File: config.mk
export PLATFORM = sky130hd
export DESIGN_NAME = ethernet_ip_header_parser_core_flat
export DESIGN_NICKNAME = d
export VERILOG_FILES = /design/src/hw/rtl/ehp_pkg.sv /design/src/hw/rtl/ehp_if.sv /design/src/hw/rtl/ehp_regs.sv /design/src/hw/rtl/ehp_capture.sv /design/src/hw/rtl/ehp_verdict.sv /design/src/hw/rtl/ethernet_ip_header_parser_core.sv /design/src/flat_wrapper.sv
export SDC_FILE = /design/constraint.sdc
export NUM_CORES = 1
export LEC_CHECK = 0
export BUFFER_PORTS_ARGS = -buffer_cell sky130_fd_sc_hd__buf_2
export CAP_MARGIN = 20
export CORE_MARGIN = 1
export CORE_UTILIZATION = 55
export DETAILED_ROUTE_END_ITERATION = 7
export PLACE_DENSITY_LB_ADDON = 0.1
export SLEW_MARGIN = 20
export SYNTH_ARGS = -nofsm -noshare
export SYNTH_HDL_FRONTEND = slang
export SYNTH_SLANG_ARGS = --single-unit
export TNS_END_PERCENT = 1
File: constraint.sdc
create_clock -name clk -period 20.7 [get_ports clk]
set_input_delay 4.14 -clock clk [delete_from_list [all_inputs] [get_ports clk]]
set_output_delay 4.14 -clock clk [all_outputs]
set_load 0.05 [all_outputs]
File: src/hw/rtl/ehp_pkg.sv
// Shared types and constants for the Ethernet/IP header parser.
`timescale 1ns / 1ps
`default_nettype none
package ehp_pkg;

	// Frame layout.
	localparam logic [15:0] ETH_HDR      = 16'd14;
	localparam logic [15:0] IPV4_MIN_LEN = 16'd34;
	localparam logic [15:0] IPV6_MIN_LEN = 16'd54;
	localparam logic [15:0] POS_ETYPE_HI = 16'd12;
	localparam logic [15:0] POS_ETYPE_LO = 16'd13;
	localparam logic [15:0] POS_IHL      = 16'd14;
	localparam logic [15:0] POS_PROTO6   = 16'd20;
	localparam logic [15:0] POS_PROTO4   = 16'd23;
	localparam logic [15:0] POS_ADDR_LO  = 16'd22;
	localparam logic [15:0] POS_ADDR_HI  = 16'd53;
	localparam logic [6:0]  IPV6_TOFF    = 7'd54;
	localparam logic [6:0]  ETH_HDR_TOFF = 7'd14;
	localparam logic [3:0]  IHL_MASK     = 4'hF;
	localparam logic [7:0]  TCP_HDR_LEN  = 8'd20;
	localparam logic [7:0]  UDP_HDR_LEN  = 8'd8;

	localparam logic [15:0] ETYPE_IPV4 = 16'h0800;
	localparam logic [15:0] ETYPE_IPV6 = 16'h86DD;
	localparam logic [7:0]  PROTO_TCP  = 8'd6;
	localparam logic [7:0]  PROTO_UDP  = 8'd17;

	// Register reset values.
	localparam logic [15:0] MAX_FRAME_LEN_RST  = 16'd1500;
	localparam logic [15:0] OVERSIZE_LIMIT_RST = 16'd100;

	// Register indexes (word address bit 2).
	typedef enum logic {
		REG_MAX_FRAME_LEN  = 1'b0,
		REG_OVERSIZE_LIMIT = 1'b1
	} reg_idx_t;

	typedef enum logic [2:0] {
		VERDICT_PASS      = 3'd0,
		VERDICT_RUNT      = 3'd1,
		VERDICT_OVERSIZE  = 3'd2,
		VERDICT_NOT_IP    = 3'd3,
		VERDICT_TRUNCATED = 3'd4
	} verdict_t;

	typedef enum logic [1:0] {
		IP_NONE = 2'd0,
		IP_V4   = 2'd1,
		IP_V6   = 2'd2
	} ip_kind_t;

	typedef enum logic [1:0] {
		TRANS_NONE = 2'd0,
		TRANS_TCP  = 2'd1,
		TRANS_UDP  = 2'd2
	} trans_kind_t;

	// Configuration seen by the verdict stage.
	typedef struct packed {
		logic [15:0] max_frame_len;
		logic [15:0] oversize_limit;
	} cfg_t;

	// Header fields captured from the current frame.
	typedef struct packed {
		logic [15:0]  etype;
		logic [6:0]   toff;
		logic [7:0]   proto4;
		logic [7:0]   proto6;
		logic [255:0] addr;
		logic [31:0]  ports;
	} hdr_fields_t;

	// End-of-frame notice from the capture stage.
	typedef struct packed {
		logic        done;
		logic [15:0] len;
	} frame_end_t;

	// One result item.
	typedef struct packed {
		logic [2:0]  verdict;
		logic [1:0]  ip_kind;
		logic [1:0]  transport_kind;
		logic [31:0] frame_id;
		logic [63:0] src_addr_high;
		logic [63:0] src_addr_low;
		logic [63:0] dst_addr_high;
		logic [63:0] dst_addr_low;
		logic [15:0] src_port;
		logic [15:0] dst_port;
		logic [15:0] frame_length;
	} result_t;

endpackage
`default_nettype wire

File: src/hw/rtl/ehp_if.sv
// Byte input and result output channel interfaces.
`timescale 1ns / 1ps
`default_nettype none
interface ehp_byte_if;
	logic       valid;
	logic       ready;
	logic [7:0] data_byte;
	logic       last_byte;

	modport source (output valid, data_byte, last_byte, input ready);
	modport sink (input valid, data_byte, last_byte, output ready);
endinterface

interface ehp_result_if;
	logic        valid;
	logic        ready;
	logic [2:0]  verdict;
	logic [1:0]  ip_kind;
	logic [1:0]  transport_kind;
	logic [31:0] frame_id;
	logic [63:0] src_addr_high;
	logic [63:0] src_addr_low;
	logic [63:0] dst_addr_high;
	logic [63:0] dst_addr_low;
	logic [15:0] src_port;
	logic [15:0] dst_port;
	logic [15:0] frame_length;

	modport source (output valid, verdict, ip_kind, transport_kind, frame_id,
		src_addr_high, src_addr_low, dst_addr_high, dst_addr_low,
		src_port, dst_port, frame_length, input ready);
	modport sink (input valid, verdict, ip_kind, transport_kind, frame_id,
		src_addr_high, src_addr_low, dst_addr_high, dst_addr_low,
		src_port, dst_port, frame_length, output ready);
endinterface
`default_nettype wire

File: src/hw/rtl/ehp_regs.sv
// APB-style configuration registers.
`timescale 1ns / 1ps
`default_nettype none
module ehp_regs (
	input  wire logic        clk,
	input  wire logic        arst_n,
	input  wire logic        psel,
	input  wire logic        penable,
	input  wire logic        pwrite,
	input  wire logic [2:0]  paddr,
	input  wire logic [31:0] pwdata,
	output logic      [31:0] prdata,
	output logic             pready,
	output ehp_pkg::cfg_t    cfg
);

	ehp_pkg::cfg_t     cfg_q;
	ehp_pkg::reg_idx_t idx;
	logic              wr_en;

	assign idx    = ehp_pkg::reg_idx_t'(paddr[2]);
	assign wr_en  = psel & penable & pwrite;
	assign pready = 1'b1;
	assign cfg    = cfg_q;

	// Register writes in the access phase.
	always_ff @(posedge clk or negedge arst_n) begin
		if (!arst_n) begin
			cfg_q.max_frame_len  <= ehp_pkg::MAX_FRAME_LEN_RST;
			cfg_q.oversize_limit <= ehp_pkg::OVERSIZE_LIMIT_RST;
		end else if (wr_en) begin
			unique case (idx)
				ehp_pkg::REG_MAX_FRAME_LEN:  cfg_q.max_frame_len  <= pwdata[15:0];
				ehp_pkg::REG_OVERSIZE_LIMIT: cfg_q.oversize_limit <= pwdata[15:0];
				default: ;
			endcase
		end
	end

	// Read data mux.
	always_comb begin
		unique case (idx)
			ehp_pkg::REG_MAX_FRAME_LEN:  prdata = {16'b0, cfg_q.max_frame_len};
			ehp_pkg::REG_OVERSIZE_LIMIT: prdata = {16'b0, cfg_q.oversize_limit};
			default:                     prdata = 32'b0;
		endcase
	end

endmodule
`default_nettype wire

File: src/hw/rtl/ehp_capture.sv
// Byte counter and header field capture for the frame in progress.
`timescale 1ns / 1ps
`default_nettype none
module ehp_capture #(
	parameter int unsigned MAX_FRAME_BYTES = 65535
) (
	input  wire logic             clk,
	input  wire logic             arst_n,
	input  wire logic             accept,
	input  wire logic [7:0]       data_byte,
	input  wire logic             last_byte,
	output ehp_pkg::hdr_fields_t  fields,
	output ehp_pkg::frame_end_t   frame_end
);

	logic [15:0] count_q;
	logic [15:0] count_inc;
	logic [15:0] etype_q;
	logic [6:0]  toff_q;
	logic [6:0]  toff_calc;
	logic [6:0]  toff_now;
	logic [7:0]  proto4_q;
	logic [7:0]  proto6_q;
	logic [7:0]  addr_q [32];
	logic [7:0]  port_q [4];
	logic [15:0] addr_off;
	logic        addr_hit;

	// Saturating byte count; the count after this beat is the frame length.
	assign count_inc = (count_q < 16'(MAX_FRAME_BYTES)) ? count_q + 16'd1 : count_q;

	always_ff @(posedge clk or negedge arst_n) begin
		if (!arst_n) begin
			count_q <= 16'd0;
		end else if (accept) begin
			count_q <= last_byte ? 16'd0 : count_inc;
		end
	end

	assign frame_end.done = accept & last_byte;
	assign frame_end.len  = count_inc;

	// Transport offset; at the IHL byte itself it comes straight from the beat.
	assign toff_calc = (etype_q == ehp_pkg::ETYPE_IPV6) ? ehp_pkg::IPV6_TOFF :
		ehp_pkg::ETH_HDR_TOFF + {1'b0, data_byte[3:0] & ehp_pkg::IHL_MASK, 2'b00};
	assign toff_now  = (count_q == ehp_pkg::POS_IHL) ? toff_calc : toff_q;

	assign addr_off = count_q - ehp_pkg::POS_ADDR_LO;
	assign addr_hit = (count_q >= ehp_pkg::POS_ADDR_LO) && (count_q <= ehp_pkg::POS_ADDR_HI);

	// Field capture at fixed byte positions, and ports at the transport offset.
	always_ff @(posedge clk) begin
		if (accept) begin
			if (count_q == ehp_pkg::POS_ETYPE_HI) etype_q[15:8] <= data_byte;
			if (count_q == ehp_pkg::POS_ETYPE_LO) etype_q[7:0]  <= data_byte;
			if (count_q == ehp_pkg::POS_IHL)      toff_q        <= toff_calc;
			if (count_q == ehp_pkg::POS_PROTO4)   proto4_q      <= data_byte;
			if (count_q == ehp_pkg::POS_PROTO6)   proto6_q      <= data_byte;
			if (addr_hit)                         addr_q[addr_off[4:0]] <= data_byte;
			for (int k = 0; k < 4; k++) begin
				if (count_q == {9'b0, toff_now} + 16'(k)) port_q[k] <= data_byte;
			end
		end
	end

	// Pack captured bytes big-endian.
	always_comb begin
		fields.etype  = etype_q;
		fields.toff   = toff_q;
		fields.proto4 = proto4_q;
		fields.proto6 = proto6_q;
		for (int i = 0; i < 32; i++) begin
			fields.addr[255 - 8 * i -: 8] = addr_q[i];
		end
		for (int k = 0; k < 4; k++) begin
			fields.ports[31 - 8 * k -: 8] = port_q[k];
		end
	end

endmodule
`default_nettype wire

File: src/hw/rtl/ehp_verdict.sv
// Verdict stage: frame and oversize counters, result build and output register.
`timescale 1ns / 1ps
`default_nettype none
module ehp_verdict (
	input  wire logic                 clk,
	input  wire logic                 arst_n,
	input  wire ehp_pkg::cfg_t        cfg,
	input  wire ehp_pkg::hdr_fields_t fields,
	input  wire ehp_pkg::frame_end_t  frame_end,
	output logic                      in_ready,
	ehp_result_if.source              tx
);

	logic              end_s1;
	logic [15:0]       len_s1;
	logic [31:0]       frame_cnt_q;
	logic [31:0]       ovs_cnt_q;
	logic [31:0]       ovs_inc;
	logic              out_valid_q;
	ehp_pkg::result_t  out_q;
	ehp_pkg::result_t  res;
	logic              move;
	logic              runt;
	logic              oversize;
	logic              drop;
	logic [7:0]        proto;
	logic [15:0]       toff16;

	assign move     = !out_valid_q || tx.ready;
	assign in_ready = !end_s1 || move;

	assign runt     = len_s1 < ehp_pkg::ETH_HDR;
	assign oversize = len_s1 > cfg.max_frame_len;
	assign ovs_inc  = (ovs_cnt_q == 32'hFFFF_FFFF) ? ovs_cnt_q : ovs_cnt_q + 32'd1;
	assign drop     = oversize && (ovs_inc > {16'b0, cfg.oversize_limit});
	assign toff16   = {9'b0, fields.toff};

	// Build the result for the frame that just ended.
	always_comb begin
		res              = '0;
		res.frame_length = len_s1;
		proto            = 8'd0;
		if (runt) begin
			res.verdict = ehp_pkg::VERDICT_RUNT;
		end else begin
			res.frame_id = frame_cnt_q + 32'd1;
			if (drop) begin
				res.verdict = ehp_pkg::VERDICT_OVERSIZE;
			end else if (fields.etype == ehp_pkg::ETYPE_IPV4) begin
				res.ip_kind = ehp_pkg::IP_V4;
				if (len_s1 < ehp_pkg::IPV4_MIN_LEN) begin
					res.verdict = ehp_pkg::VERDICT_TRUNCATED;
				end else begin
					res.verdict      = ehp_pkg::VERDICT_PASS;
					res.src_addr_low = {32'b0, fields.addr[223:192]};
					res.dst_addr_low = {32'b0, fields.addr[191:160]};
					proto            = fields.proto4;
				end
			end else if (fields.etype == ehp_pkg::ETYPE_IPV6) begin
				res.ip_kind = ehp_pkg::IP_V6;
				if (len_s1 < ehp_pkg::IPV6_MIN_LEN) begin
					res.verdict = ehp_pkg::VERDICT_TRUNCATED;
				end else begin
					res.verdict       = ehp_pkg::VERDICT_PASS;
					res.src_addr_high = fields.addr[255:192];
					res.src_addr_low  = fields.addr[191:128];
					res.dst_addr_high = fields.addr[127:64];
					res.dst_addr_low  = fields.addr[63:0];
					proto             = fields.proto6;
				end
			end else begin
				res.verdict = ehp_pkg::VERDICT_NOT_IP;
			end
			// Ports only when the transport header fits in the frame.
			if (res.verdict == ehp_pkg::VERDICT_PASS) begin
				if (proto == ehp_pkg::PROTO_TCP &&
					len_s1 >= toff16 + {8'b0, ehp_pkg::TCP_HDR_LEN}) begin
					res.transport_kind = ehp_pkg::TRANS_TCP;
					res.src_port       = fields.ports[31:16];
					res.dst_port       = fields.ports[15:0];
				end else if (proto == ehp_pkg::PROTO_UDP &&
					len_s1 >= toff16 + {8'b0, ehp_pkg::UDP_HDR_LEN}) begin
					res.transport_kind = ehp_pkg::TRANS_UDP;
					res.src_port       = fields.ports[31:16];
					res.dst_port       = fields.ports[15:0];
				end
			end
		end
	end

	// End-of-frame stage, counters and output register.
	always_ff @(posedge clk or negedge arst_n) begin
		if (!arst_n) begin
			end_s1      <= 1'b0;
			frame_cnt_q <= 32'd0;
			ovs_cnt_q   <= 32'd0;
			out_valid_q <= 1'b0;
		end else begin
			if (in_ready) begin
				end_s1 <= frame_end.done;
			end
			if (end_s1 && move) begin
				out_valid_q <= 1'b1;
				if (!runt) begin
					frame_cnt_q <= frame_cnt_q + 32'd1;
					if (oversize) begin
						ovs_cnt_q <= ovs_inc;
					end
				end
			end else if (tx.ready) begin
				out_valid_q <= 1'b0;
			end
		end
	end

	// Payload registers.
	always_ff @(posedge clk) begin
		if (in_ready && frame_end.done) begin
			len_s1 <= frame_end.len;
		end
		if (end_s1 && move) begin
			out_q <= res;
		end
	end

	assign tx.valid          = out_valid_q;
	assign tx.verdict        = out_q.verdict;
	assign tx.ip_kind        = out_q.ip_kind;
	assign tx.transport_kind = out_q.transport_kind;
	assign tx.frame_id       = out_q.frame_id;
	assign tx.src_addr_high  = out_q.src_addr_high;
	assign tx.src_addr_low   = out_q.src_addr_low;
	assign tx.dst_addr_high  = out_q.dst_addr_high;
	assign tx.dst_addr_low   = out_q.dst_addr_low;
	assign tx.src_port       = out_q.src_port;
	assign tx.dst_port       = out_q.dst_port;
	assign tx.frame_length   = out_q.frame_length;

endmodule
`default_nettype wire

File: src/hw/rtl/ethernet_ip_header_parser_core.sv
// Top level of the Ethernet/IPv4/IPv6 header parser.
//
// Frame bytes enter on rx, one byte per beat in wire order, with last_byte
// set on the final byte. Each frame yields exactly one result beat on tx,
// carrying the verdict, IP kind, addresses, transport ports, frame id and
// length. Header fields are captured at fixed byte positions, and ports at
// the transport offset, as the bytes stream in, so no frame buffer is needed.
// Throughput is one byte per cycle, back to back, across frame boundaries,
// while rx ready is high. The result reaches tx through the end-of-frame
// stage, which reads the captured fields, and then the output register.
// The end-of-frame stage and the output register together absorb one result
// while tx stalls; rx ready drops only when both hold a result and tx is
// not ready.
// Users must write configuration over the APB-style port only while the block is idle; not enforced.
// Reset clears the byte count, frame and oversize counters and the result
// valid flag, and loads max_frame_len = 1500 and oversize_limit = 100.
`timescale 1ns / 1ps
`default_nettype none
module ethernet_ip_header_parser_core #(
	parameter int unsigned MAX_FRAME_BYTES = 65535
) (
	input  wire logic        clk,
	input  wire logic        arst_n,
	ehp_byte_if.sink         rx,
	ehp_result_if.source     tx,
	input  wire logic        psel,
	input  wire logic        penable,
	input  wire logic        pwrite,
	input  wire logic [2:0]  paddr,
	input  wire logic [31:0] pwdata,
	output logic      [31:0] prdata,
	output logic             pready
);

	ehp_pkg::cfg_t        cfg;
	ehp_pkg::hdr_fields_t fields;
	ehp_pkg::frame_end_t  frame_end;
	logic                 in_ready;
	logic                 accept;

	assign rx.ready = in_ready;
	assign accept   = rx.valid & in_ready;

	// Configuration registers.
	ehp_regs u_regs (
		.clk     (clk),
		.arst_n  (arst_n),
		.psel    (psel),
		.penable (penable),
		.pwrite  (pwrite),
		.paddr   (paddr),
		.pwdata  (pwdata),
		.prdata  (prdata),
		.pready  (pready),
		.cfg     (cfg)
	);

	// Byte count and field capture.
	ehp_capture #(
		.MAX_FRAME_BYTES (MAX_FRAME_BYTES)
	) u_capture (
		.clk       (clk),
		.arst_n    (arst_n),
		.accept    (accept),
		.data_byte (rx.data_byte),
		.last_byte (rx.last_byte),
		.fields    (fields),
		.frame_end (frame_end)
	);

	// Verdict and result output.
	ehp_verdict u_verdict (
		.clk       (clk),
		.arst_n    (arst_n),
		.cfg       (cfg),
		.fields    (fields),
		.frame_end (frame_end),
		.in_ready  (in_ready),
		.tx        (tx)
	);

endmodule
`default_nettype wire
File: src/flat_wrapper.sv
// flat-port wrapper written by rule: the top's interface ports become plain ports
module ethernet_ip_header_parser_core_flat 
#(
	parameter int unsigned MAX_FRAME_BYTES = 65535
)
  (clk, arst_n, psel, penable, pwrite, paddr, pwdata, prdata, pready, rx_valid, rx_data_byte, rx_last_byte, rx_ready, tx_valid, tx_verdict, tx_ip_kind, tx_transport_kind, tx_frame_id, tx_src_addr_high, tx_src_addr_low, tx_dst_addr_high, tx_dst_addr_low, tx_src_port, tx_dst_port, tx_frame_length, tx_ready);
  ehp_byte_if rx_i ();
  ehp_result_if tx_i ();
  input  wire logic clk;
  input  wire logic arst_n;
  input  wire logic psel;
  input  wire logic penable;
  input  wire logic pwrite;
  input  wire logic [2:0] paddr;
  input  wire logic [31:0] pwdata;
  output logic      [31:0] prdata;
  output logic pready;
  input wire logic [$bits(rx_i.valid)-1:0] rx_valid;
  input wire logic [$bits(rx_i.data_byte)-1:0] rx_data_byte;
  input wire logic [$bits(rx_i.last_byte)-1:0] rx_last_byte;
  output wire logic [$bits(rx_i.ready)-1:0] rx_ready;
  output wire logic [$bits(tx_i.valid)-1:0] tx_valid;
  output wire logic [$bits(tx_i.verdict)-1:0] tx_verdict;
  output wire logic [$bits(tx_i.ip_kind)-1:0] tx_ip_kind;
  output wire logic [$bits(tx_i.transport_kind)-1:0] tx_transport_kind;
  output wire logic [$bits(tx_i.frame_id)-1:0] tx_frame_id;
  output wire logic [$bits(tx_i.src_addr_high)-1:0] tx_src_addr_high;
  output wire logic [$bits(tx_i.src_addr_low)-1:0] tx_src_addr_low;
  output wire logic [$bits(tx_i.dst_addr_high)-1:0] tx_dst_addr_high;
  output wire logic [$bits(tx_i.dst_addr_low)-1:0] tx_dst_addr_low;
  output wire logic [$bits(tx_i.src_port)-1:0] tx_src_port;
  output wire logic [$bits(tx_i.dst_port)-1:0] tx_dst_port;
  output wire logic [$bits(tx_i.frame_length)-1:0] tx_frame_length;
  input wire logic [$bits(tx_i.ready)-1:0] tx_ready;
  assign rx_i.valid = rx_valid;
  assign rx_i.data_byte = rx_data_byte;
  assign rx_i.last_byte = rx_last_byte;
  assign rx_ready = rx_i.ready;
  assign tx_valid = tx_i.valid;
  assign tx_verdict = tx_i.verdict;
  assign tx_ip_kind = tx_i.ip_kind;
  assign tx_transport_kind = tx_i.transport_kind;
  assign tx_frame_id = tx_i.frame_id;
  assign tx_src_addr_high = tx_i.src_addr_high;
  assign tx_src_addr_low = tx_i.src_addr_low;
  assign tx_dst_addr_high = tx_i.dst_addr_high;
  assign tx_dst_addr_low = tx_i.dst_addr_low;
  assign tx_src_port = tx_i.src_port;
  assign tx_dst_port = tx_i.dst_port;
  assign tx_frame_length = tx_i.frame_length;
  assign tx_i.ready = tx_ready;
  ethernet_ip_header_parser_core #(.MAX_FRAME_BYTES(MAX_FRAME_BYTES)) u_core (.clk(clk), .arst_n(arst_n), .rx(rx_i), .tx(tx_i), .psel(psel), .penable(penable), .pwrite(pwrite), .paddr(paddr), .pwdata(pwdata), .prdata(prdata), .pready(pready));
endmodule
==> results.md, run 1 <==
* Status: finished, final reports clean
* Transition time at the pin with the least slew margin at 1190 ps
* Pre-CTS setup slack at 11410 ps
* Setup violations, final at 0
* # DRC at 0
* Maximum VDD drop at slightly below 0.08 mV
* Depth of the worst register-to-register path at 18
* Register bit total from synthesis at 800
* Power per cell area at 99.5 nW/um^2
* Maximum clock frequency at 107 MHz
* Number of maximum-capacitance constraint violations at 0
* CTS tree: built
* Vias after detailed routing at 19800
* Area share of the largest cell type after synthesis at 0.630
* Core ar. at around 60000 um^2
* TritonCTS buffer count at about 80
* Via count of the first global-routing pass at 19000
* Number of warning messages in the yosys log at 0
* Synth unique cells at 73
* Number of antenna violations at the first check in global routing at 0
* Hold Worst Slack at 488 ps
* EDFF count, synth at 686
* Row count at 89
* Static Leak at 13.8 nW
* Placed Cells at 3297
* Data arrival at the endpoint of the critical path at 5160 ps
* Worst setup path endpoint: prdata[0]
* Combined area of all synthesized cells at 32700 um^2
* Hold violation total from the final report at 0
* Detailed placement HPWL at 48800 um
* Peak fanout along the critical path at 33
* Reg clk slew, reported paths at 60 ps
* Area enclosed by the die boundary at roughly 60000 um^2
* Required arrival time at the worst endpoint at 16560 ps
* Dominant cells by area after synthesis: sky130_fd_sc_hd__edfxtp_1 63%, sky130_fd_sc_hd__dfrtp_1 8.0%, sky130_fd_sc_hd__nor3b_1 5.2%
* Share of flip-flops with an asynchronous set or reset at 0.143
* Number of levels in the clock H-tree at 3
* Share of final-layout standard cells stronger than drive strength 1 at 0.228
* Detailed Route WL at ~78000 um
* Register area share after synthesis at 0.718
* Quantity of gates resized following cts at 0
* Worst Setup Start Kind: input pin
* Origin of the critical flop-to-flop path: u_core.u_verdict.ovs_cnt_q[0]$_DFFE_PN0P_
* First-pass iteration count of the detailed router at 5
* Effective utilization at floorplan at 0.555
* Worst setup startpoint: paddr[2]
* Fin Clk Skew at about 37 ps
* Horizontal die dimension at 246 um
* Period utilisation layout at 0.449
* Total gr overflow at 0
* Endpoint type of the worst setup path: primary output
* Critical-path top delay cell: sky130_fd_sc_hd__buf_2
* First-pass GRT wire length at 116000 um
* Maximum number of pins on one net before global-route repair at 221
* Accumulated negative setup slack at 0 ps
* Number of buffers added on ports at 393
* Non-filler instance count after layout at 3445
* Count of inserted antenna diode cells at 0
* Final worst path period need at 9300 ps
* Routability-driven placement congestion ratio at 0.860
* Minimum setup slack in the final design at 11400 ps
* Relative slew margins at 0.206
* CTS hold repair buffers at 0
* Slack of the worst reg-to-reg path at between 10000 and 15000 ps
* Number of design-rule violations left by the first detailed-router iteration at approximately 1700
* Num Clock Sinks at 800
* Max incr delay on CP at 400 ps
* Total power draw at 0.00378 W
* Crit-path most repeated cell: sky130_fd_sc_hd__buf_2
* Top Ports at 429
* Total Routing Usage GR at 0.256
* Hold WC Path Type: flop to flop
* Post-CTS Setup Repair Bufs at 0
* Post-Synthesis Cells at 2231
* Count of final max-slew check failures at 0
* Clock Tree Buf Depth at 3
* Total number of nets in the final design at between 2000 and 3000
* Overall die height at 246 um
* Worst Path Class, Setup: input pin to primary output
* Root Buffer: sky130_fd_sc_hd__clkbuf_16
* Reg-to-reg critical path endpoint: tx_src_addr_high[42]$_SDFFCE_PP0P_
* Series of cell instances along the critical path: buf_2 > mux2_2 > buf_2
* Average wire length per cell after detail routing at 22.5 um
* Area leader, netlist: sky130_fd_sc_hd__edfxtp_1
* Area growth from synthesis to final layout at 16.1%
* Antenna violation net count after detailed routing at 0
* Avg Vias per Cell at about 5.8
* Clock Latency Late Sink at about 640 ps
* Mean instance size in the synthesized netlist at 14.7 um^2
* Unrepaired setup endpoints after global routing: no
* Top_reg_cell synth: sky130_fd_sc_hd__edfxtp_1
## synthesized netlist by cell type (9+ instances only)
cell type                    n
sky130_fd_sc_hd__mux2_2     36
sky130_fd_sc_hd__dfrtp_1   104
sky130_fd_sc_hd__nor3_1     90
sky130_fd_sc_hd__nor2_1    139
sky130_fd_sc_hd__and3_1     18
sky130_fd_sc_hd__a21oi_1    34
sky130_fd_sc_hd__edfxtp_1  686
sky130_fd_sc_hd__nand3_1    55
sky130_fd_sc_hd__ha_1       62
sky130_fd_sc_hd__or3_1      11
sky130_fd_sc_hd__nor4_1     14
sky130_fd_sc_hd__nor3b_1   226
sky130_fd_sc_hd__a31oi_1     9
sky130_fd_sc_hd__nand4_1    32
sky130_fd_sc_hd__inv_1      57
sky130_fd_sc_hd__o21ai_0    43
sky130_fd_sc_hd__a22o_1      9
sky130_fd_sc_hd__buf_2      29
sky130_fd_sc_hd__xor2_1     59
sky130_fd_sc_hd__nand2_1   118
sky130_fd_sc_hd__dfstp_2    10
sky130_fd_sc_hd__clkbuf_1   90
sky130_fd_sc_hd__xnor2_1    85
sky130_fd_sc_hd__and2_1     11
sky130_fd_sc_hd__nand2b_1   12
sky130_fd_sc_hd__a22oi_1    65
sky130_fd_sc_hd__buf_4      17
## routing by layer
layer | vias to the layer above | global-route usage | wire length [um]
li1 | 9062 | - | -
met1 | 9978 | 0.363 | 33200
met2 | 660 | 0.405 | 37400
met3 | 114 | 0.0369 | 4650
met4 | 0 | 0.0937 | 2250
met5 | - | 0 | 0
## layout by cell type, fill, tap and decap left out, types with 57 or more instances in the layout
cell type                   Yosys  final
sky130_fd_sc_hd__nor3_1        90     90
sky130_fd_sc_hd__clkbuf_16      0     82
sky130_fd_sc_hd__buf_2         29    392
sky130_fd_sc_hd__xor2_1        59     59
sky130_fd_sc_hd__a22oi_1       65     65
sky130_fd_sc_hd__nand2_1      118    118
sky130_fd_sc_hd__nor3b_1      226    224
sky130_fd_sc_hd__ha_1          62     62
sky130_fd_sc_hd__inv_1         57     57
sky130_fd_sc_hd__edfxtp_1     686    686
sky130_fd_sc_hd__xnor2_1       85     85
sky130_fd_sc_hd__dfrtp_1      104    104
sky130_fd_sc_hd__nor2_1       139    139
## cells by family after synthesis
| kind of cell | share of synthesized area |
|---|---|
| flip-flops | 0.718 |
| AND/OR/NAND/NOR | 0.136 |
| AO/OA/AOI/OAI | 0.0445 |
| buffers and inverters | 0.0259 |
| XOR/XNOR | 0.0386 |
| adder cells (fa/ha/maj) | 0.0237 |
| multiplexers | 0.0136 |
| other | 0.000230 |
## how the worst min path moves through the flow
stage | from | end | slack (ps) | cells after the start
3_3_place_gp | u_core.u_verdict.len_s1[15]$_DFFE_PP_ | u_core.u_verdict.tx.frame_length[15]$_DFFE_PP_ | 480 | 0
5_1_grt | u_core.u_verdict.len_s1[13]$_DFFE_PP_ | u_core.u_verdict.tx.frame_length[13]$_DFFE_PP_ | 500 | 0
3_5_place_dp | u_core.u_verdict.len_s1[13]$_DFFE_PP_ | u_core.u_verdict.tx.frame_length[13]$_DFFE_PP_ | 470 | 0
2_1_floorplan | u_core.u_verdict.len_s1[0]$_DFFE_PP_ | u_core.u_verdict.tx.frame_length[0]$_DFFE_PP_ | 430 | 0
4_1_cts | u_core.u_verdict.frame_cnt_q[31]$_DFFE_PN0P_ | u_core.u_verdict.frame_cnt_q[31]$_DFFE_PN0P_ | 490 | 1
6_report | u_core.u_verdict.len_s1[13]$_DFFE_PP_ | u_core.u_verdict.tx.frame_length[13]$_DFFE_PP_ | 490 | 0
## report_power, final
group	internal (W)	switching, W	total [W]	leakage, nW
sequential	0.00183	0.0000444	0.00187	7.87
clock	0.000819	0.000611	0.00143	1.26
combinational	0.000103	0.000371	0.000474	4.63
## per-stage QoR
stage / cell area (um^2) / utilization
5_1_grt: 38000 / 0.645
3_5_place_dp: 35300 / 0.600
4_1_cts: 37900 / 0.644
2_1_floorplan: 32800 / -
6_report: 38000 / 0.645
3_3_place_gp: 35300 / 0.600
## flip-flops by register name, indices dropped and copies added, names as in the netlist, 32 cells and up
signal,cells
u_core.u_capture.port_q,32
u_core.u_verdict.tx.frame_id,32
u_core.u_verdict.tx.dst_addr_high,64
tx_src_addr_high,32
u_core.u_verdict.tx.dst_addr_low,64
u_core.u_capture.addr_q,256
u_core.u_verdict.tx.src_addr_low,64
u_core.u_verdict.ovs_cnt_q,32
u_core.u_verdict.frame_cnt_q,32
u_core.u_regs.cfg,32
u_core.u_verdict.tx.src_addr_high,32
## final cells by class
cell class,count,area (um^2)
clock buffers,105,2160
fillers,4332,20900
repair buffers,418,2190
clock inverters,42,458
flip-flops and latches,800,23500
inverters,58,218
well taps,773,967
multi-input cells,1249,8510
## worst max-delay path: cells and delay by family
family	cells	cell delay, ps
buffers and inverters	2	610
multiplexers	1	400
(Power assumes the default switching activity.)
==> run 2, diff against run 1 <==
--- a/config.mk
+++ b/config.mk
@@ -5,6 +5,7 @@
 export SDC_FILE = /design/constraint.sdc
 export NUM_CORES = 1
 export LEC_CHECK = 0
+export ABC_AREA = 1
 export BUFFER_PORTS_ARGS = -buffer_cell sky130_fd_sc_hd__buf_2
 export CAP_MARGIN = 20
 export CORE_MARGIN = 1
==> constraint.sdc (replaced) <==
create_clock -name clk -period 9.69 [get_ports clk]
set_input_delay 1.938 -clock clk [delete_from_list [all_inputs] [get_ports clk]]
set_output_delay 1.938 -clock clk [all_outputs]
set_load 0.05 [all_outputs]
==> results.md, run 2 <==
* Detailed Route WL at 80500 um (+3.8%)
* Reg clk slew, reported paths at 70 ps (about the same)
* Endpoint type of the worst setup path: flop
* Register bit total from synthesis at 800 (unchanged)
* Worst Setup Start Kind: flop
* Slack of the worst reg-to-reg path at 4340 ps (-9590 ps)
* Most frequent standard cell in the layout excluding fill and tap cells: sky130_fd_sc_hd__edfxtp_1
* Most frequent cells after synthesis: 686 x sky130_fd_sc_hd__edfxtp_1, 525 x sky130_fd_sc_hd__inv_1, 499 x sky130_fd_sc_hd__nand2_1
* Total routed wire length on the met1 layer at 34500 um (+4.0%)
* Root Buffer: sky130_fd_sc_hd__clkbuf_16
* Multi-input logic area at 8290 um^2 (-2.6%)
* Area share of the largest cell type after synthesis at 0.599 (-0.0307)
* Number of antenna violations at the first check in global routing at 0 (unchanged)
* CTS hold repair buffers at 0 (unchanged)
* Relative slew margins at 0.263 (+0.0574)
* Power per cell area at 213 nW/um^2 (+110%)
* Number of design-rule violations left by the first detailed-router iteration at 1416 (-17%)
* Unrepaired setup endpoints after global routing: no
* Number of buffers added on ports at 393 (unchanged)
* Hold violation total from the final report at 0 (unchanged)
* Avg Vias per Cell at 5.12 (-11%)
* Register area share after synthesis at 0.683 (-0.0350)
* Total number of nets in the final design at 3515 (+29%)
* CTS tree: built
* Maximum number of pins on one net before global-route repair at 147 (-33%)
* Status: finished, final reports clean
* Detailed placement HPWL at 53300 um (+9.3%)
* Maximum VDD drop at 0.148 mV (+89%)
* Post-Synthesis Cells at 2984 (+34%)
* Part of the total power dissipated in the clock network at 0.374 (-0.005)
* First-pass iteration count of the detailed router at 7 (+2)
* Dominant cells by area after synthesis: sky130_fd_sc_hd__edfxtp_1 60%, sky130_fd_sc_hd__dfrtp_1 7.6%, sky130_fd_sc_hd__inv_1 5.7%
* Top library cells by usage in the layout, fill and taps aside: 686 x sky130_fd_sc_hd__edfxtp_1, 523 x sky130_fd_sc_hd__inv_1, 498 x sky130_fd_sc_hd__nand2_1
* Origin of the critical flop-to-flop path: u_core.u_verdict.ovs_cnt_q[0]$_DFFE_PN0P_
* Area enclosed by the die boundary at 63500 um^2 (+5.1%)
* # DRC at 0 (unchanged)
* Share of the core filled with cells in the final layout at 0.643 (-0.00199)
* First-pass GRT wire length at 122000 um (+5.5%)
* Fin Clk Skew at 25.8 ps (-11.6 ps)
* Maximum clock frequency at 187 MHz
* Cell internal power dissipation at 0.00604 W (+120%)
* Total Routing Usage GR at 0.253 (-0.00296)
* Uppermost layer routed: met4
* Reg-to-reg critical path endpoint: u_core.u_verdict.tx.dst_addr_high[6]$_SDFFCE_PP0P_
* Share of final-layout standard cells stronger than drive strength 1 at 0.194 (-0.0331)
* Area leader, netlist: sky130_fd_sc_hd__edfxtp_1
* Post-CTS Setup Repair Bufs at 0 (unchanged)
* Effective utilization at floorplan at 0.557 (+0.00191)
* Quantity of gates resized following cts at 0 (unchanged)
* Total gr overflow at 0 (unchanged)
* Hold WC Path Type: flop to flop
* Static Leak at 16.3 nW (+19%)
* Sequential share of power at 0.484 (-0.012)
* EDFF count, synth at 686 (unchanged)
* Net switching share of the total power at 0.286 (+0.0142)
* Clock Latency Late Sink at 650 ps (about the same)
* Largest register FFs at 256 (unchanged)
* Worst setup startpoint: u_core.u_verdict.ovs_cnt_q[0]$_DFFE_PN0P_
* Data arrival at the endpoint of the critical path at 5680 ps (+520 ps)
* Number of warning messages in the yosys log at 0 (unchanged)
* Portion of total power attributed to combinational logic at 0.142 (+0.017)
* Core ar. at 61700 um^2 (+4.8%)
* Num Clock Sinks at 800 (unchanged)
* Peak fanout along the critical path at 55 (+67%)
* Antenna violation net count after detailed routing at 0 (unchanged)
* Depth of the worst register-to-register path at 24 (+6)
* Accumulated negative setup slack at 0 ps (unchanged)
* Via count of the first global-routing pass at 21300 (+12%)
* Count of inserted antenna diode cells at 0 (unchanged)
* Total power draw at 0.00846 W (+120%)
* Worst Path Class, Setup: flop to flop
* Vias after detailed routing at 22000 (+11%)
* Share of flip-flops with an asynchronous set or reset at 0.143 (unchanged)
* Top Ports at 429 (unchanged)
* Top_reg_cell synth: sky130_fd_sc_hd__edfxtp_1
* Length of routed met2 wiring at 39400 um (+5.4%)
* Mean instance size in the synthesized netlist at 11.5 um^2 (-21%)
* Period utilisation layout at 0.552
* Synth unique cells at 45 (-38%)
* Count of fill cells added during filler insertion at 4820 (+11%)
* Area growth from synthesis to final layout at 15.4%
* Count of final max-slew check failures at 0 (unchanged)
* Worst setup path endpoint: u_core.u_verdict.tx.dst_addr_high[6]$_SDFFCE_PP0P_
* Average wire length per cell after detail routing at 18.7 um (-17%)
* Setup violations, final at 0 (unchanged)
* Clock Tree Buf Depth at 3 (unchanged)
* Final worst path period need at approximately 5300 ps
* Switching power summed over all nets at 0.00242 W (+140%)
* Routability-driven placement congestion ratio at 0.890 (+3.5%)
* Required arrival time at the worst endpoint at 10030 ps (-6530 ps)
* Most frequently used cell type in the post-synthesis netlist: sky130_fd_sc_hd__edfxtp_1
* Overall die height at 252 um (+2.5%)
* Sequential cell area at 23500 um^2 (unchanged)
* Transition time at the pin with the least slew margin at 1100 ps (-95.2 ps)
* Combined area of all synthesized cells at 34400 um^2 (+5.1%)
* Number of maximum-capacitance constraint violations at 0 (unchanged)
* Row count at 91 (+2.2%)
* Wire length on met3 at 4820 um (+3.6%)
* TritonCTS buffer count at 83 (+1.2%)
* Number of levels in the clock H-tree at 3 (unchanged)
* Horizontal die dimension at 252 um (+2.5%)
* Hold Worst Slack at 456 ps (-31.6 ps)
## run 2: cell types whose count changed in the layout (fill, tap and decap cells not counted), sizes merged, moves of 65 or more
cell	previous run	this run
a22oi	65	0
nor3b	226	0
xnor2	85	8
nor2	139	516
o21ai	44	198
inv	59	534
nand2	118	505
## run 2: metal layers
| metal | track usage | up-vias |
|---|---|---|
| li1 | - | 10500 |
| met1 | 0.351 | 10700 |
| met2 | 0.419 | 700 |
| met3 | 0.0336 | 106 |
| met4 | 0.0777 | 0 |
| met5 | 0 | - |
## run 2: worst max-delay path, cell delays in order (launching register included)
cell	delay [ps]
sky130_fd_sc_hd__dfrtp_1	470
sky130_fd_sc_hd__ha_1	310
sky130_fd_sc_hd__nand3_4	140
sky130_fd_sc_hd__inv_2	100
sky130_fd_sc_hd__nand2_2	90
sky130_fd_sc_hd__nor2_4	170
sky130_fd_sc_hd__nand3_2	460
sky130_fd_sc_hd__nand2_1	310
sky130_fd_sc_hd__ha_1	170
sky130_fd_sc_hd__nand2_1	70
sky130_fd_sc_hd__nor2_1	210
sky130_fd_sc_hd__nand2_1	110
sky130_fd_sc_hd__nor2_1	100
sky130_fd_sc_hd__nand2_1	60
sky130_fd_sc_hd__nand2_1	50
sky130_fd_sc_hd__nor2_1	30
sky130_fd_sc_hd__nor2_1	190
sky130_fd_sc_hd__nor2_1	70
sky130_fd_sc_hd__nand3_1	80
sky130_fd_sc_hd__nor2_1	50
sky130_fd_sc_hd__nand2_2	90
sky130_fd_sc_hd__nand2_4	90
sky130_fd_sc_hd__nand3_4	470
sky130_fd_sc_hd__buf_4	960
sky130_fd_sc_hd__nor2_1	120
## run 2: stage by stage
stage / setup WS [ps] / instances / cell area [um^2]
after floorplan: 237 / 2999 / 34400
after global placement: 4520 / 4153 / 36900
after detailed placement: 4420 / 4154 / 36900
after CTS: 4380 / 4303 / 39600
after global routing: 3870 / 4303 / 39700
final: 4340 / 4303 / 39700
## run 2: cell type report
class / instances / share of cell area
clock buffer: 111 / 0.0558
clock inverter: 38 / 0.0125
timing repair buffer: 410 / 0.0540
tap: 837 / 0.0264
multi-input combinational: 1576 / 0.209
sequential: 800 / 0.592
inverter: 531 / 0.0505
## run 2: worst min path at each step
stage	from	endpoint	slack (ps)	cells past startpoint
6_report	u_core.u_verdict.len_s1[0]$_DFFE_PP_	u_core.u_verdict.tx.frame_length[0]$_DFFE_PP_	460	0
5_1_grt	u_core.u_verdict.len_s1[0]$_DFFE_PP_	u_core.u_verdict.tx.frame_length[0]$_DFFE_PP_	470	0
4_1_cts	u_core.u_verdict.len_s1[0]$_DFFE_PP_	u_core.u_verdict.tx.frame_length[0]$_DFFE_PP_	460	0
3_5_place_dp	u_core.u_verdict.len_s1[0]$_DFFE_PP_	u_core.u_verdict.tx.frame_length[0]$_DFFE_PP_	460	0
3_3_place_gp	u_core.u_verdict.len_s1[0]$_DFFE_PP_	u_core.u_verdict.tx.frame_length[0]$_DFFE_PP_	460	0
2_1_floorplan	u_core.u_verdict.len_s1[0]$_DFFE_PP_	u_core.u_verdict.tx.frame_length[0]$_DFFE_PP_	430	0
## run 2: cells by family (layout without fill, tap and decap cells)
| logic type | Yosys count | after routing | share of synthesized area |
|---|---|---|---|
| flip-flops | 800 | 800 | 0.683 |
| XOR/XNOR | 62 | 62 | 0.0158 |
| other | 2 | 17 | 0.000219 |
| AND/OR/NAND/NOR | 1180 | 1180 | 0.162 |
| adder cells (fa/ha/maj) | 62 | 62 | 0.0226 |
| buffers and inverters | 623 | 1090 | 0.0783 |
| AO/OA/AOI/OAI | 255 | 255 | 0.0384 |
## run 2: power by group through the flow
stage / combinational (W) / clock [W] / sequential (W)
after floorplan: 0.000573 / 0 / 0.00448
after global placement: 0.00118 / 0 / 0.00416
after detailed placement: 0.00120 / 0 / 0.00417
after CTS: 0.00121 / 0.00321 / 0.00410
after global routing: 0.00131 / 0.00334 / 0.00412
final: 0.00120 / 0.00317 / 0.00410
==> run 3, diff against run 2 <==
--- a/config.mk
+++ b/config.mk
@@ -5,11 +5,11 @@
 export SDC_FILE = /design/constraint.sdc
 export NUM_CORES = 1
 export LEC_CHECK = 0
-export ABC_AREA = 1
+export ABC_AREA = 0
 export BUFFER_PORTS_ARGS = -buffer_cell sky130_fd_sc_hd__buf_2
 export CAP_MARGIN = 20
 export CORE_MARGIN = 1
-export CORE_UTILIZATION = 55
+export CORE_UTILIZATION = 52
 export DETAILED_ROUTE_END_ITERATION = 7
 export PLACE_DENSITY_LB_ADDON = 0.1
 export SLEW_MARGIN = 20
==> constraint.sdc (replaced) <==
create_clock -name clk -period 4.8 [get_ports clk]
set_input_delay 0.96 -clock clk [delete_from_list [all_inputs] [get_ports clk]]
set_output_delay 0.96 -clock clk [all_outputs]
set_load 0.05 [all_outputs]
==> results.md, run 3 (synthesis results as in run 1) <==
* Detailed placement HPWL at 51100 um (-4.1%)
* Final worst path period need at 4500 ps (-850 ps)
* Share of final-layout standard cells stronger than drive strength 1 at 0.239 (+0.0450)
* Period utilisation layout at 0.937 (+0.385)
* Clock Latency Late Sink at 630 ps (-20 ps)
* Series of cell instances along the critical path: nand4_1 > nor4_2 > nand4_1 > and4_1 > and3_1 > and3_1 > xor2_1 > ha_1 > nand4_1 > a2111oi_2 > nor4_1 > o21ai_1 > nor4_4 > a21oi_4 > buf_12 > buf_16 > nor3b_1
* Row count at 91 (unchanged)
* Number of cells on the critical path at 17 (-29%)
* Status: finished, final reports clean
* Antenna violation net count after detailed routing at 0 (unchanged)
* Largest register FFs at 256 (unchanged)
* Number of antenna violations at the first check in global routing at 0 (unchanged)
* Num Clock Sinks at 800 (unchanged)
* # DRC at 0 (unchanged)
* Average wire length per cell after detail routing at 22.5 um (+20%)
* Max incr delay on CP at 430 ps (-530 ps)
* Number of buffers added on ports at 393 (unchanged)
* TritonCTS buffer count at 82 (-1.2%)
* Area growth from synthesis to final layout at 18.0%
* CTS hold repair buffers at 0 (unchanged)
* First-pass GRT wire length at 120000 um (-1.7%)
* Total Routing Usage GR at 0.249 (-0.00409)
* Slack of the worst reg-to-reg path at 300 ps (-4040 ps)
* Number of levels in the clock H-tree at 3 (unchanged)
* Placed Cells at 3399 (-18%)
* Overall die height at 253 um (+0.31%)
* Worst Path Buf+Inv at 2 (unchanged)
* Top Ports at 429 (unchanged)
* Depth of the worst register-to-register path at 17 (-29%)
* Accumulated negative setup slack at 0 ps (unchanged)
* Setup violations, final at 0 (unchanged)
* Non-filler instance count after layout at 3552 (-17%)
* Via count of the first global-routing pass at 19700 (-7.7%)
* Hold WC Path Type: input pin to asynchronous set/reset pin
* Critical-path top delay cell: sky130_fd_sc_hd__dfrtp_1
* Detailed Route WL at 80000 um (-0.61%)
* Maximum number of pins on one net before global-route repair at 192 (+31%)
* Clock Tree Buf Depth at 3 (unchanged)
* Avg Vias per Cell at 5.62 (+9.8%)
* Count of inserted antenna diode cells at 0 (unchanged)
* Number of maximum-capacitance constraint violations at 0 (unchanged)
* Routability-driven placement congestion ratio at 0.887 (-0.39%)
* Power per cell area at 430 nW/um^2 (+100%)
* Reg-to-reg critical path endpoint: u_core.u_verdict.tx.dst_addr_low[44]$_SDFFCE_PP0P_
* Transition time at the pin with the least slew margin at 1170 ps (+76.2 ps)
* Required arrival time at the worst endpoint at 5120 ps (-4910 ps)
* Effective utilization at floorplan at 0.528 (-0.0291)
* Endpoint type of the worst setup path: flop
* Peak fanout along the critical path at 49 (-11%)
* Hold violation total from the final report at 0 (unchanged)
* Area enclosed by the die boundary at 63900 um^2 (+0.61%)
* Horizontal die dimension at 253 um (+0.31%)
* Total gr overflow at 0 (unchanged)
* Cell type group with the largest total delay on the critical path: simple AND/OR/NAND/NOR gates
* CTS tree: built
* Fin Clk Skew at 17.3 ps (-8.45 ps)
* Count of fill cells added during filler insertion at 4769 (-1.1%)
* Maximum clock frequency at 222 MHz (+19%)
* Maximum VDD drop at 0.254 mV (+72%)
* Placed instance area at 35800 um^2 (-3.1%)
* Area of all placed cells without fillers at 38600 um^2 (-2.7%)
* Root Buffer: sky130_fd_sc_hd__clkbuf_16
* Number of design-rule violations left by the first detailed-router iteration at 1436 (+1.4%)
* Vias after detailed routing at 20000 (-9.4%)
* Worst Setup Start Kind: flop
* Count of final max-slew check failures at 0 (unchanged)
* Origin of the critical flop-to-flop path: u_core.u_verdict.ovs_cnt_q[13]$_DFFE_PN0P_
* Core ar. at 61900 um^2 (+0.37%)
* Relative slew margins at 0.218 (-0.0447)
* Top library cells by usage in the layout, fill and taps aside: 686 x sky130_fd_sc_hd__edfxtp_1, 392 x sky130_fd_sc_hd__buf_2, 225 x sky130_fd_sc_hd__nor3b_1
* Total number of nets in the final design at 2760 (-21%)
* Most frequent standard cell in the layout excluding fill and tap cells: sky130_fd_sc_hd__edfxtp_1
* Static Leak at 14.1 nW (-14%)
* Worst Path Class, Setup: flop to flop
* Data arrival at the endpoint of the critical path at 4820 ps (-860 ps)
* Crit-path most repeated cell: sky130_fd_sc_hd__nand4_1
* Reg clk slew, reported paths at 60 ps (about the same)
* First-pass iteration count of the detailed router at 7 (unchanged)
==> run 3: layout make-up <==
cell class              count  area [um^2]  share of cell area
repair buffers            456         2590              0.0673
multi-input cells        1249         8530               0.221
clock buffers             105         2200              0.0570
clock inverters            47          518              0.0134
flip-flops and latches    800        23500               0.608
well taps                 837         1050              0.0272
inverters                  58          218             0.00564
==> run 3: what timing repair did <==
| item | in CTS | in global routing |
|---|---|---|
| setup endpoints to repair | 0 | 289 |
| setup buffers | 0 | 1 |
| gates resized for setup | 0 | 11 |
==> run 3: worst max-delay path by stage <==
stage / start / end / slack (ps)
floorplan: tx_ready / u_core.u_verdict.ovs_cnt_q[29]$_DFFE_PN0P_ / -30
global placement: u_core.u_verdict.ovs_cnt_q[4]$_DFFE_PN0P_ / tx_src_addr_high[42]$_SDFFCE_PP0P_ / 150
detailed placement: u_core.u_verdict.ovs_cnt_q[5]$_DFFE_PN0P_ / tx_src_addr_high[46]$_SDFFCE_PP0P_ / 100
CTS: u_core.u_verdict.ovs_cnt_q[5]$_DFFE_PN0P_ / tx_src_addr_high[47]$_SDFFCE_PP0P_ / 60
global route: u_core.u_verdict.ovs_cnt_q[4]$_DFFE_PN0P_ / tx_src_addr_high[51]$_SDFFCE_PP0P_ / -20
finish: u_core.u_verdict.ovs_cnt_q[13]$_DFFE_PN0P_ / u_core.u_verdict.tx.dst_addr_low[44]$_SDFFCE_PP0P_ / 300
==> run 3: report_power, final <==
part	total, W	switching (W)	internal (W)
Combinational	0.00216	0.00164	0.000527
Sequential	0.00807	0.000189	0.00788
Clock	0.00637	0.00267	0.00370
Total	0.0166	0.00449	0.0121
==> run 3: layer usage <==
metal | track usage | vias to the layer above | wire length (um)
met2 | 0.411 | 646 | 39500
met4 | 0.0679 | 0 | 1540
li1 | - | 9158 | -
met5 | 0 | - | 0
met3 | 0.0354 | 94 | 4490
met1 | 0.348 | 10100 | 34500
==> run 3: stage by stage <==
step | utilization | setup slack [ps] | hold slack, ps | total power (W)
CTS | 0.622 | 62.3 | 481 | 0.0167
global route | 0.623 | -20.9 | 514 | 0.0172
finish | 0.623 | 303 | 449 | 0.0166
detailed placement | 0.578 | 103 | 475 | 0.0104
floorplan | - | -26.9 | 426 | 0.00968
global placement | 0.578 | 148 | 476 | 0.0103
